--- config.mk ---
export PLATFORM = sky130hd
export DESIGN_NAME = five_channel_compare_timer
export DESIGN_NICKNAME = d
export VERILOG_FILES = /design/src/hdl/fcct_pkg.sv /design/src/hdl/five_channel_compare_timer.sv
export SDC_FILE = /design/constraint.sdc
export NUM_CORES = 1
export LEC_CHECK = 0
export BUFFER_PORTS_ARGS = -buffer_cell sky130_fd_sc_hd__clkbuf_2
export CORE_MARGIN = 2
export CORE_UTILIZATION = 50
export CTS_CLUSTER_DIAMETER = 100
export DETAILED_ROUTE_END_ITERATION = 7
export GPL_ROUTABILITY_DRIVEN = 0
export MAX_ROUTING_LAYER = met4
export PLACE_DENSITY = 0.66
export SETUP_SLACK_MARGIN = 0.5
export SLEW_MARGIN = 20
export SYNTH_ARGS = -nofsm -noshare
export SYNTH_HDL_FRONTEND = slang
export SYNTH_SLANG_ARGS = --single-unit
--- constraint.sdc ---
create_clock -name i_clk -period 11.59 [get_ports i_clk]
set_input_delay 1.7385 -clock i_clk [delete_from_list [all_inputs] [get_ports i_clk]]
set_output_delay 1.7385 -clock i_clk [all_outputs]
set_load 0.01 [all_outputs]
--- src/hdl/fcct_pkg.sv ---
// ----------------------------------------------------------------------------
// fcct_pkg
// Operation codes, register map offsets and fixed constants of the
// five-channel compare timer.
// ----------------------------------------------------------------------------
package fcct_pkg;

    // Number of timer slots seen on the result ports.
    localparam int SLOTS = 5;

    typedef enum logic [1:0] {
        OP_TICK       = 2'd0,
        OP_READ_BYTE  = 2'd1,
        OP_WRITE_BYTE = 2'd2,
        OP_WRITE_HALF = 2'd3
    } t_op;

    // Shared register addresses.
    localparam logic [5:0] ADDR_START = 6'h00;
    localparam logic [5:0] ADDR_SYNC  = 6'h01;
    localparam logic [5:0] ADDR_MODE  = 6'h02;
    localparam logic [5:0] ADDR_FIRST_TIMER = 6'h04;

    // Timer register windows.
    localparam logic [5:0] BASE_T0      = 6'h04;
    localparam logic [5:0] TIMER_STRIDE = 6'h0A;
    localparam logic [5:0] BASE_T3      = 6'h22;
    localparam logic [5:0] END_T3       = 6'h30;
    localparam logic [5:0] BASE_T4      = 6'h32;

    // Offsets inside one timer window.
    localparam logic [3:0] REG_CTRL   = 4'd0;
    localparam logic [3:0] REG_IER    = 4'd2;
    localparam logic [3:0] REG_FLAGS  = 4'd3;
    localparam logic [3:0] REG_CNT_HI = 4'd4;
    localparam logic [3:0] REG_CNT_LO = 4'd5;
    localparam logic [3:0] REG_CMP_A  = 4'd6;
    localparam logic [3:0] REG_CMP_B  = 4'd8;

    // Constant bits that reads return alongside the stored value.
    localparam logic [7:0] SHARED_READ_PAD = 8'h60;
    localparam logic [7:0] FLAG_READ_PAD   = 8'h78;

    // Interrupt cause codes.
    localparam logic [1:0] CAUSE_CMP_A   = 2'd0;
    localparam logic [1:0] CAUSE_FLAG1   = 2'd1;
    localparam logic [1:0] CAUSE_FLAG2   = 2'd2;
    localparam logic [1:0] CAUSE_INVALID = 2'd3;

endpackage

--- src/hdl/five_channel_compare_timer.sv ---
// ----------------------------------------------------------------------------
// five_channel_compare_timer
// Up to five 16-bit up-counting compare timers behind a byte-addressed
// register map, driven by tick and bus items on one channel.
// ----------------------------------------------------------------------------
// Usage:
// Each input item is a tick, a byte read, a byte write or a halfword write
// (i_operation, i_addr, i_wdata). It is taken at a rising edge with
// i_in_valid high and o_in_stall low. Every item produces exactly one
// result item: the byte read back (zero for ticks and writes) and the
// interrupt state of all timers as it stands after the item.
// An accepted item is held in the input register, processed by single-level
// logic against the timer state and written to the result register when that
// register can take it, and its result is offered from there. The block takes
// one item per clock for as long as results are taken, so the throughput is
// one item per cycle. When the receiver raises i_out_stall the result
// register holds its item, the input register fills, and o_in_stall rises
// only once both are full. A synchronous active-low reset clears all timer
// state and empties both registers; the block accepts an item in the first
// cycle after reset.
// ----------------------------------------------------------------------------
module five_channel_compare_timer #(
    parameter int NUM_TIMERS  = 5,
    parameter int COUNT_WIDTH = 16
) (
    input  logic                        i_clk,
    input  logic                        i_rst_n,
    input  logic                        i_in_valid,
    output logic                        o_in_stall,
    input  logic [1:0]                  i_operation,
    input  logic [5:0]                  i_addr,
    input  logic [15:0]                 i_wdata,
    output logic                        o_out_valid,
    input  logic                        i_out_stall,
    output logic [7:0]                  o_read_data,
    output logic [fcct_pkg::SLOTS-1:0]  o_irq_pending,
    output logic [1:0]                  o_irq_cause_t0,
    output logic [1:0]                  o_irq_cause_t1,
    output logic [1:0]                  o_irq_cause_t2,
    output logic [1:0]                  o_irq_cause_t3,
    output logic [1:0]                  o_irq_cause_t4
);
    import fcct_pkg::*;

    // ------------------------------------------------------------------
    // Handshake and pipeline registers
    // ------------------------------------------------------------------
    logic        r_s1_valid;
    logic [1:0]  r_op;
    logic [5:0]  r_addr;
    logic [15:0] r_wdata;

    logic        r_out_valid;
    logic [7:0]  r_read_data;
    logic [SLOTS-1:0] r_pending;
    logic [1:0]  r_cause [SLOTS];

    logic advance;
    logic in_accept;
    logic s1_process;

    // The result register can take a new item when it is empty or its item
    // leaves in this cycle.
    assign advance    = !r_out_valid || !i_out_stall;
    assign o_in_stall = r_s1_valid && !advance;
    assign in_accept  = i_in_valid && !o_in_stall;
    assign s1_process = r_s1_valid && advance;

    // ------------------------------------------------------------------
    // Timer state
    // ------------------------------------------------------------------
    logic [COUNT_WIDTH-1:0] r_count  [NUM_TIMERS];
    logic [COUNT_WIDTH-1:0] r_cmp_a  [NUM_TIMERS];
    logic [COUNT_WIDTH-1:0] r_cmp_b  [NUM_TIMERS];
    logic [2:0]             r_clk_sel  [NUM_TIMERS];
    logic [1:0]             r_edge_sel [NUM_TIMERS];
    logic [1:0]             r_clr_sel  [NUM_TIMERS];
    logic [2:0]             r_ier    [NUM_TIMERS];
    logic [2:0]             r_flags  [NUM_TIMERS];
    logic [2:0]             r_phase  [NUM_TIMERS];
    logic [4:0]             r_start;
    logic [4:0]             r_sync;
    logic [6:0]             r_mode;

    logic [COUNT_WIDTH-1:0] n_count  [NUM_TIMERS];
    logic [COUNT_WIDTH-1:0] n_cmp_a  [NUM_TIMERS];
    logic [COUNT_WIDTH-1:0] n_cmp_b  [NUM_TIMERS];
    logic [2:0]             n_clk_sel  [NUM_TIMERS];
    logic [1:0]             n_edge_sel [NUM_TIMERS];
    logic [1:0]             n_clr_sel  [NUM_TIMERS];
    logic [2:0]             n_ier    [NUM_TIMERS];
    logic [2:0]             n_flags  [NUM_TIMERS];
    logic [2:0]             n_phase  [NUM_TIMERS];
    logic [4:0]             n_start;
    logic [4:0]             n_sync;
    logic [6:0]             n_mode;

    logic [7:0]       n_read_data;
    logic [SLOTS-1:0] n_pending;
    logic [1:0]       n_cause [SLOTS];

    // ------------------------------------------------------------------
    // Address decode
    // ------------------------------------------------------------------
    // Timers 0 to 2 sit in ten-byte windows from 0x04; timers 3 and 4 have
    // wider windows of their own. Anything else is a shared register or
    // unmapped. A window of an absent timer decodes as unmapped.
    logic [2:0] dec_timer;
    logic [5:0] dec_off;
    logic       dec_window;
    logic       dec_timer_hit;
    logic [3:0] dec_reg;
    logic       dec_shared;

    always_comb begin
        dec_timer  = 3'd0;
        dec_off    = 6'd0;
        dec_window = 1'b1;
        if (r_addr >= BASE_T4) begin
            dec_timer = 3'd4;
            dec_off   = r_addr - BASE_T4;
        end else if (r_addr >= BASE_T3 && r_addr < END_T3) begin
            dec_timer = 3'd3;
            dec_off   = r_addr - BASE_T3;
        end else if (r_addr >= BASE_T0 && r_addr < BASE_T3) begin
            if (r_addr < BASE_T0 + TIMER_STRIDE) begin
                dec_timer = 3'd0;
                dec_off   = r_addr - BASE_T0;
            end else if (r_addr < BASE_T0 + 6'(2 * TIMER_STRIDE)) begin
                dec_timer = 3'd1;
                dec_off   = r_addr - (BASE_T0 + TIMER_STRIDE);
            end else begin
                dec_timer = 3'd2;
                dec_off   = r_addr - (BASE_T0 + 6'(2 * TIMER_STRIDE));
            end
        end else begin
            dec_window = 1'b0;
        end
        dec_reg       = dec_off[3:0];
        dec_timer_hit = dec_window && (int'(dec_timer) < NUM_TIMERS);
        dec_shared    = (r_addr < ADDR_FIRST_TIMER);
    end

    // ------------------------------------------------------------------
    // Next state and result for the item in the input register
    // ------------------------------------------------------------------
    logic [15:0]            b16;
    logic [31:0]            wd_wide;
    logic [31:0]            cnt_wide;
    logic [COUNT_WIDTH-1:0] cnt_inc;
    logic [3:0]             span;
    logic [2:0]             last;
    logic [2:0]             act;
    logic                   sel_here;

    always_comb begin
        b16      = {8'd0, r_wdata[7:0]};
        wd_wide  = {16'd0, r_wdata};
        cnt_wide = '0;
        cnt_inc  = '0;
        span     = '0;
        last     = '0;
        act      = '0;
        sel_here = 1'b0;

        n_start     = r_start;
        n_sync      = r_sync;
        n_mode      = r_mode;
        n_read_data = '0;

        for (int i = 0; i < NUM_TIMERS; i++) begin
            n_count[i]    = r_count[i];
            n_cmp_a[i]    = r_cmp_a[i];
            n_cmp_b[i]    = r_cmp_b[i];
            n_clk_sel[i]  = r_clk_sel[i];
            n_edge_sel[i] = r_edge_sel[i];
            n_clr_sel[i]  = r_clr_sel[i];
            n_ier[i]      = r_ier[i];
            n_flags[i]    = r_flags[i];
            n_phase[i]    = r_phase[i];
        end

        case (t_op'(r_op))
            OP_TICK: begin
                // Every running timer with a prescaled clock select moves on.
                for (int i = 0; i < NUM_TIMERS; i++) begin
                    if (r_start[i] && !r_clk_sel[i][2]) begin
                        span = 4'd1 << r_clk_sel[i][1:0];
                        last = 3'(span - 4'd1);
                        if (r_phase[i] < last) begin
                            n_phase[i] = r_phase[i] + 3'd1;
                        end else begin
                            n_phase[i] = 3'd0;
                            cnt_inc    = r_count[i] + COUNT_WIDTH'(1);
                            n_count[i] = cnt_inc;
                            if (cnt_inc == r_cmp_a[i]) begin
                                n_flags[i] = r_flags[i] | 3'b001;
                                if (r_clr_sel[i] == 2'd1) begin
                                    n_count[i] = '0;
                                end
                            end
                        end
                    end
                end
            end
            OP_READ_BYTE: begin
                if (dec_timer_hit) begin
                    for (int i = 0; i < NUM_TIMERS; i++) begin
                        if (int'(dec_timer) == i && dec_reg == REG_FLAGS) begin
                            n_read_data = {5'd0, r_flags[i]} | FLAG_READ_PAD;
                        end
                    end
                end else if (dec_shared) begin
                    case (r_addr)
                        ADDR_START: n_read_data = {3'd0, r_start} | SHARED_READ_PAD;
                        ADDR_SYNC:  n_read_data = {3'd0, r_sync} | SHARED_READ_PAD;
                        ADDR_MODE:  n_read_data = {1'b0, r_mode};
                        default:    n_read_data = '0;
                    endcase
                end
            end
            OP_WRITE_BYTE: begin
                if (dec_timer_hit) begin
                    for (int i = 0; i < NUM_TIMERS; i++) begin
                        sel_here = (int'(dec_timer) == i);
                        cnt_wide = '0;
                        cnt_wide[COUNT_WIDTH-1:0] = r_count[i];
                        if (sel_here) begin
                            case (dec_reg)
                                REG_CTRL: begin
                                    n_clk_sel[i]  = r_wdata[2:0];
                                    n_edge_sel[i] = r_wdata[4:3];
                                    n_clr_sel[i]  = r_wdata[6:5];
                                    n_phase[i]    = 3'd0;
                                end
                                REG_IER: begin
                                    n_ier[i] = r_wdata[2:0];
                                end
                                REG_FLAGS: begin
                                    // Flags are cleared by writing zero bits.
                                    n_flags[i] = r_flags[i] & r_wdata[2:0];
                                end
                                REG_CNT_HI: begin
                                    cnt_wide[15:8] = r_wdata[7:0];
                                    n_count[i]     = cnt_wide[COUNT_WIDTH-1:0];
                                    n_phase[i]     = 3'd0;
                                end
                                REG_CNT_LO: begin
                                    cnt_wide[7:0] = b16[7:0];
                                    n_count[i]    = cnt_wide[COUNT_WIDTH-1:0];
                                    n_phase[i]    = 3'd0;
                                end
                                default: begin
                                end
                            endcase
                        end
                    end
                end else if (dec_shared) begin
                    case (r_addr)
                        ADDR_START: begin
                            // A timer that is newly started begins a fresh
                            // prescaler period.
                            for (int i = 0; i < NUM_TIMERS; i++) begin
                                if (r_wdata[i] && !r_start[i]) begin
                                    n_phase[i] = 3'd0;
                                end
                            end
                            n_start = r_wdata[4:0];
                        end
                        ADDR_SYNC: n_sync = r_wdata[4:0];
                        ADDR_MODE: n_mode = r_wdata[6:0];
                        default: begin
                        end
                    endcase
                end
            end
            OP_WRITE_HALF: begin
                if (dec_timer_hit) begin
                    for (int i = 0; i < NUM_TIMERS; i++) begin
                        if (int'(dec_timer) == i) begin
                            case (dec_reg)
                                REG_CNT_HI: begin
                                    n_count[i] = wd_wide[COUNT_WIDTH-1:0];
                                    n_phase[i] = 3'd0;
                                end
                                REG_CMP_A: begin
                                    n_cmp_a[i] = wd_wide[COUNT_WIDTH-1:0];
                                    n_phase[i] = 3'd0;
                                end
                                REG_CMP_B: begin
                                    n_cmp_b[i] = wd_wide[COUNT_WIDTH-1:0];
                                    n_phase[i] = 3'd0;
                                end
                                default: begin
                                end
                            endcase
                        end
                    end
                end
            end
            default: begin
            end
        endcase

        // Interrupt state after the item: lowest set and enabled flag wins.
        n_pending = '0;
        for (int s = 0; s < SLOTS; s++) begin
            n_cause[s] = CAUSE_CMP_A;
        end
        for (int i = 0; i < NUM_TIMERS; i++) begin
            act = n_ier[i] & n_flags[i];
            n_pending[i] = |act;
            if (act[0]) begin
                n_cause[i] = CAUSE_CMP_A;
            end else if (act[1]) begin
                n_cause[i] = CAUSE_FLAG1;
            end else if (act[2]) begin
                n_cause[i] = CAUSE_FLAG2;
            end else begin
                n_cause[i] = CAUSE_CMP_A;
            end
        end
    end

    // ------------------------------------------------------------------
    // Registers
    // ------------------------------------------------------------------
    always_ff @(posedge i_clk) begin
        if (!i_rst_n) begin
            r_s1_valid  <= 1'b0;
            r_out_valid <= 1'b0;
        end else begin
            if (in_accept) begin
                r_s1_valid <= 1'b1;
            end else if (advance) begin
                r_s1_valid <= 1'b0;
            end
            if (s1_process) begin
                r_out_valid <= 1'b1;
            end else if (!i_out_stall) begin
                r_out_valid <= 1'b0;
            end
        end
    end

    always_ff @(posedge i_clk) begin
        if (in_accept) begin
            r_op    <= i_operation;
            r_addr  <= i_addr;
            r_wdata <= i_wdata;
        end
        if (s1_process) begin
            r_read_data <= n_read_data;
            r_pending   <= n_pending;
            for (int s = 0; s < SLOTS; s++) begin
                r_cause[s] <= n_cause[s];
            end
        end
    end

    always_ff @(posedge i_clk) begin
        if (!i_rst_n) begin
            r_start <= '0;
            r_sync  <= '0;
            r_mode  <= '0;
            for (int i = 0; i < NUM_TIMERS; i++) begin
                r_count[i]    <= '0;
                r_cmp_a[i]    <= '0;
                r_cmp_b[i]    <= '0;
                r_clk_sel[i]  <= '0;
                r_edge_sel[i] <= '0;
                r_clr_sel[i]  <= '0;
                r_ier[i]      <= '0;
                r_flags[i]    <= '0;
                r_phase[i]    <= '0;
            end
        end else if (s1_process) begin
            r_start <= n_start;
            r_sync  <= n_sync;
            r_mode  <= n_mode;
            for (int i = 0; i < NUM_TIMERS; i++) begin
                r_count[i]    <= n_count[i];
                r_cmp_a[i]    <= n_cmp_a[i];
                r_cmp_b[i]    <= n_cmp_b[i];
                r_clk_sel[i]  <= n_clk_sel[i];
                r_edge_sel[i] <= n_edge_sel[i];
                r_clr_sel[i]  <= n_clr_sel[i];
                r_ier[i]      <= n_ier[i];
                r_flags[i]    <= n_flags[i];
                r_phase[i]    <= n_phase[i];
            end
        end
    end

    assign o_out_valid    = r_out_valid;
    assign o_read_data    = r_read_data;
    assign o_irq_pending  = r_pending;
    assign o_irq_cause_t0 = r_cause[0];
    assign o_irq_cause_t1 = r_cause[1];
    assign o_irq_cause_t2 = r_cause[2];
    assign o_irq_cause_t3 = r_cause[3];
    assign o_irq_cause_t4 = r_cause[4];

endmodule

==> impl_results.html <==
<table>
<tr><th>Metric</th><th>Value</th></tr>
<tr><th colspan="2">Place</th></tr>
<tr><td>Number of input and output port buffers inserted</td><td>51</td></tr>
<tr><td>Worst setup slack after placement</td><td>7010 ps</td></tr>
<tr><td>Half-perimeter wire length after detailed placement</td><td>34900 um</td></tr>
<tr><td>Placed Cells</td><td>1997</td></tr>
<tr><th colspan="2">Timing</th></tr>
<tr><td>Tightest Pin Transition</td><td>1210 ps</td></tr>
<tr><td>Total count of hold-check failures in the final report</td><td>0</td></tr>
<tr><td>Headroom to the max-slew limit</td><td>0.184</td></tr>
<tr><td>TNS Setup</td><td>0 ps</td></tr>
<tr><td>Largest clock skew in the final design</td><td>15.3 ps</td></tr>
<tr><td>Fin crit period</td><td>4700 ps</td></tr>
<tr><td>Total count of max-transition violations in the final report</td><td>0</td></tr>
<tr><td>Fmax achieved</td><td>213 MHz</td></tr>
<tr><td>Setup repair after global routing missed its margin</td><td>false</td></tr>
<tr><td>Final setup violation count</td><td>0</td></tr>
<tr><td>Least setup slack across all paths after layout</td><td>6890 ps</td></tr>
<tr><td>Fraction of the cycle the final worst path needs</td><td>0.405</td></tr>
<tr><th colspan="2">Global routing</th></tr>
<tr><td>First-pass GRT wire length</td><td>75300 um</td></tr>
<tr><td>GRT Total Usage</td><td>0.280</td></tr>
<tr><td>Pin count of the biggest net entering global routing</td><td>44</td></tr>
<tr><td>Initial antenna violation count</td><td>1</td></tr>
<tr><td>Remaining global-route overflow</td><td>0</td></tr>
<tr><td>Number of global-route vias before repair</td><td>12450</td></tr>
<tr><th colspan="2">Worst setup path</th></tr>
<tr><td>Reg-to-reg endpoint</td><td>r_cmp_a[0][54]$_SDFFCE_PN0P_</td></tr>
<tr><td>Crit Path Class</td><td>flip-flop to flip-flop</td></tr>
<tr><td>Largest stage delay, worst path</td><td>980 ps</td></tr>
<tr><td>Critical-path maximum fanout</td><td>16</td></tr>
<tr><td>Ordered list of cells on the worst path</td><td>inv_1, ha_1, or3b_1, o21ba_2, nor2_1, o32ai_2, a21boi_0, nor2_2</td></tr>
<tr><td>Launching point of the worst reg2reg path</td><td>r_addr[3]$_DFFE_PP_</td></tr>
<tr><td>Startpoint class of the critical path</td><td>flip-flop</td></tr>
<tr><td>Depth of the most critical reg-to-reg path</td><td>8</td></tr>
<tr><td>Data arrival time at the worst-slack endpoint</td><td>4900 ps</td></tr>
<tr><td>Required arrival time at the worst endpoint</td><td>11790 ps</td></tr>
<tr><td>Setup slack of the most critical reg-to-reg path</td><td>6890 ps</td></tr>
<tr><td>Number of buffers and inverters on the critical path</td><td>1</td></tr>
<tr><td>Endpoint type of the worst setup path</td><td>flip-flop</td></tr>
<tr><td>Slowest stage cell on the critical path</td><td>sky130_fd_sc_hd__o32ai_2</td></tr>
<tr><td>Top cell family by delay on the critical path</td><td>compound AO/OA/AOI/OAI gates</td></tr>
<tr><th colspan="2">Routing</th></tr>
<tr><td>DRC errors left</td><td>0</td></tr>
<tr><td>Detailed-route via count</td><td>13078</td></tr>
<tr><td>Count of nets left with antenna violations after detail routing</td><td>0</td></tr>
<tr><td>Drt first pass iters</td><td>6</td></tr>
<tr><td>First DRT Iteration DRCs</td><td>1663</td></tr>
<tr><td>Post-detailed-routing wire length</td><td>49100 um</td></tr>
<tr><td>Via count normalized by instance count</td><td>6.36</td></tr>
<tr><td>Mean routed wirelength per cell</td><td>23.9 um</td></tr>
<tr><th colspan="2">Synthesis</th></tr>
<tr><td>Net count of the mapped netlist</td><td>1621</td></tr>
<tr><td>Cell Area, Synth</td><td>17300 um2</td></tr>
<tr><td>EDFF count, synth</td><td>276</td></tr>
<tr><td>Number of cells produced by synthesis</td><td>1563</td></tr>
<tr><td>Post-synthesis sequential area ratio</td><td>0.501</td></tr>
<tr><td>Synthesized area per cell</td><td>11.1 um2</td></tr>
<tr><td>Proportion of synthesized flip-flops having asynchronous set or reset</td><td>0</td></tr>
<tr><td>Most frequently used flop master after synthesis</td><td>sky130_fd_sc_hd__edfxtp_1</td></tr>
<tr><td>Distinct cells, synth</td><td>110</td></tr>
<tr><td>Warnings from Yosys</td><td>0</td></tr>
<tr><td>Number of storage elements in the synthesis netlist</td><td>295</td></tr>
<tr><th colspan="2">Clock tree</th></tr>
<tr><td>Clock tree from TritonCTS</td><td>built</td></tr>
<tr><td>Clk Latency, worst-skew pair</td><td>580 ps</td></tr>
<tr><td>Clock Sink Count</td><td>295</td></tr>
<tr><td>Clock transition at the register clock pins on the worst setup and hold paths after CTS</td><td>60 ps</td></tr>
<tr><td>Cts bufs inserted</td><td>31</td></tr>
<tr><td>Post-CTS Setup Repair Bufs</td><td>0</td></tr>
<tr><td>Number of H-tree branching levels</td><td>1</td></tr>
<tr><td># hold bufs at CTS</td><td>0</td></tr>
<tr><td>Maximum root-to-sink buffer count</td><td>3</td></tr>
<tr><td>Number of cells upsized or downsized after cts</td><td>0</td></tr>
<tr><td>CTS Root Cell</td><td>sky130_fd_sc_hd__clkbuf_16</td></tr>
<tr><th colspan="2">Job</th></tr>
<tr><td>Max-cap viol count</td><td>0</td></tr>
<tr><th colspan="2">Cells and area</th></tr>
<tr><td>Area overhead of the layout relative to synthesis</td><td>9.00%</td></tr>
<tr><td>Post-Route Utilization</td><td>0.550</td></tr>
<tr><td>Share of cells above drive strength 1</td><td>0.116</td></tr>
<tr><td>Number of nets in the layout</td><td>1633</td></tr>
<tr><td>Antenna diodes</td><td>0</td></tr>
<tr><td>Filler Cell Count</td><td>2929</td></tr>
<tr><td>Commonest non-fill, non-tap cell in the layout</td><td>sky130_fd_sc_hd__edfxtp_1</td></tr>
<tr><td>Commonest non-fill, non-tap cells in the layout</td><td>276 x sky130_fd_sc_hd__edfxtp_1, 120 x sky130_fd_sc_hd__nor2_1, 105 x sky130_fd_sc_hd__nand2_1, 88 x sky130_fd_sc_hd__xnor2_1, 77 x sky130_fd_sc_hd__o21ai_0</td></tr>
<tr><td>Final std cells w/o fill</td><td>2055</td></tr>
<tr><th colspan="2">Power</th></tr>
<tr><td>Areal power density over the cells</td><td>140 nW/um2</td></tr>
<tr><td>Leakage power</td><td>0.00665 uW</td></tr>
<tr><td>Peak supply drop</td><td>112 uV</td></tr>
<tr><th colspan="2">Outcome</th></tr>
<tr><td>Status</td><td>finished clean</td></tr>
<tr><th colspan="2">Die</th></tr>
<tr><td>Vertical die dimension</td><td>190 um</td></tr>
<tr><td>Placement row count</td><td>68</td></tr>
<tr><td>Die outline area</td><td>36100 um2</td></tr>
<tr><td>Ports</td><td>53</td></tr>
<tr><td>Initial core utilization</td><td>0.504</td></tr>
<tr><td>Core ar.</td><td>34300 um2</td></tr>
<tr><td>Die Wd</td><td>190 um</td></tr>
<tr><th colspan="2">Min path</th></tr>
<tr><td>Hold path cells</td><td>2</td></tr>
<tr><td>Type of the tightest min-delay check</td><td>flip-flop to flip-flop</td></tr>
<tr><td>Hold Crit Endpoint</td><td>r_mode[6]$_SDFFE_PN0P_</td></tr>
<tr><td>Hold Startpoint</td><td>r_mode[6]$_SDFFE_PN0P_</td></tr>
</table>
[registers in the layout, summed over array words and instances, names as in the netlist]
register       cells
r_cmp_a           80
r_count           80
r_wdata           16
r_clk_sel         15
r_flags           15
r_ier             15
r_phase           15
r_cause           10
r_clr_sel         10
o_read_data        7
r_mode             7
r_addr             6
o_irq_pending      5
r_start            5
r_sync             5
r_op               2
o_out_valid        1
r_s1_valid         1
[worst min-delay path: stages, from the launching register on]
cell and delay, ps:
sky130_fd_sc_hd__dfxtp_1 320, sky130_fd_sc_hd__mux2i_1 70, sky130_fd_sc_hd__nor2b_1 90
[worst max-delay path by stage]
stage                        start                      endpoint  slack (ps)  cells past startpoint
2_1_floorplan          i_out_stall  r_count[0][16]$_SDFFCE_PN0P_        7510                      8
3_3_place_gp               i_rst_n  r_count[0][34]$_SDFFCE_PN0P_        7100                      7
3_5_place_dp               i_rst_n   r_phase[0][8]$_SDFFCE_PP0P_        7010                      5
4_1_cts        r_addr[3]$_DFFE_PP_  r_cmp_a[0][63]$_SDFFCE_PN0P_        7040                      8
5_1_grt        r_addr[3]$_DFFE_PP_  r_cmp_a[0][51]$_SDFFCE_PN0P_        6770                      8
6_report       r_addr[3]$_DFFE_PP_  r_cmp_a[0][54]$_SDFFCE_PN0P_        6890                      8
[synthesized netlist by cell type (all sizes together), types with 38 or more instances]
library cell | count | area (um2)
o31ai | 55 | 428
clkbuf | 53 | 200
xnor2 | 88 | 771
nor2b | 40 | 250
inv | 38 | 143
nand3 | 45 | 230
nand2 | 106 | 400
xor2 | 50 | 438
nor2 | 121 | 454
o21ai | 87 | 439
edfxtp | 276 | 8290
mux2i | 38 | 380
a21oi | 44 | 220
[area by class of cell]
class	instances	area [um2]	area share
sequential	295	8670	0.460
multi-input combinational	1140	8070	0.428
clock buffer	37	838	0.0445
tap	455	569	0.0302
timing repair buffer	69	390	0.0207
clock inverter	21	163	0.00863
inverter	38	143	0.00757
[per-layer routing]
| layer | part of all wire | track usage | vias to the layer above | wire length (um) |
|---|---|---|---|---|
| met5 | 0 | - | - | 0 |
| met4 | 0.022 | 0.0614 | 0 | 1080 |
| met3 | 0.073 | 0.0317 | 87 | 3610 |
| met2 | 0.47 | 0.438 | 584 | 22900 |
| met1 | 0.44 | 0.396 | 6444 | 21600 |
| li1 | - | - | 5963 | - |
[per-stage QoR]
| step | hold slack [ps] | total power (uW) | cell area, um2 |
|---|---|---|---|
| floorplan | 476 | 1560 | 17300 |
| global placement | 490 | 1660 | 17800 |
| detailed placement | 507 | 1670 | 17800 |
| CTS | 522 | 2630 | 18800 |
| global route | 547 | 2720 | 18800 |
| finish | 521 | 2630 | 18800 |
[where the power goes]
group / total [uW] / switching, uW / internal [uW] / leakage, uW
combinational: 330 / 204 / 126 / 0.00320
clock: 978 / 437 / 541 / 0.000471
sequential: 1320 / 81.1 / 1240 / 0.00298
[kinds of logic after synthesis]
kind of cell / Yosys count / share of synthesized area
adder cells (fa/ha/maj): 31 / 0.0223
AO/OA/AOI/OAI: 363 / 0.152
multiplexers: 46 / 0.0272
flip-flops: 295 / 0.501
other: 1 / 0.000217
XOR/XNOR: 152 / 0.0886
AND/OR/NAND/NOR: 547 / 0.176
buffers and inverters: 128 / 0.0323
No activity file was read; power rests on OpenSTA's default activity.
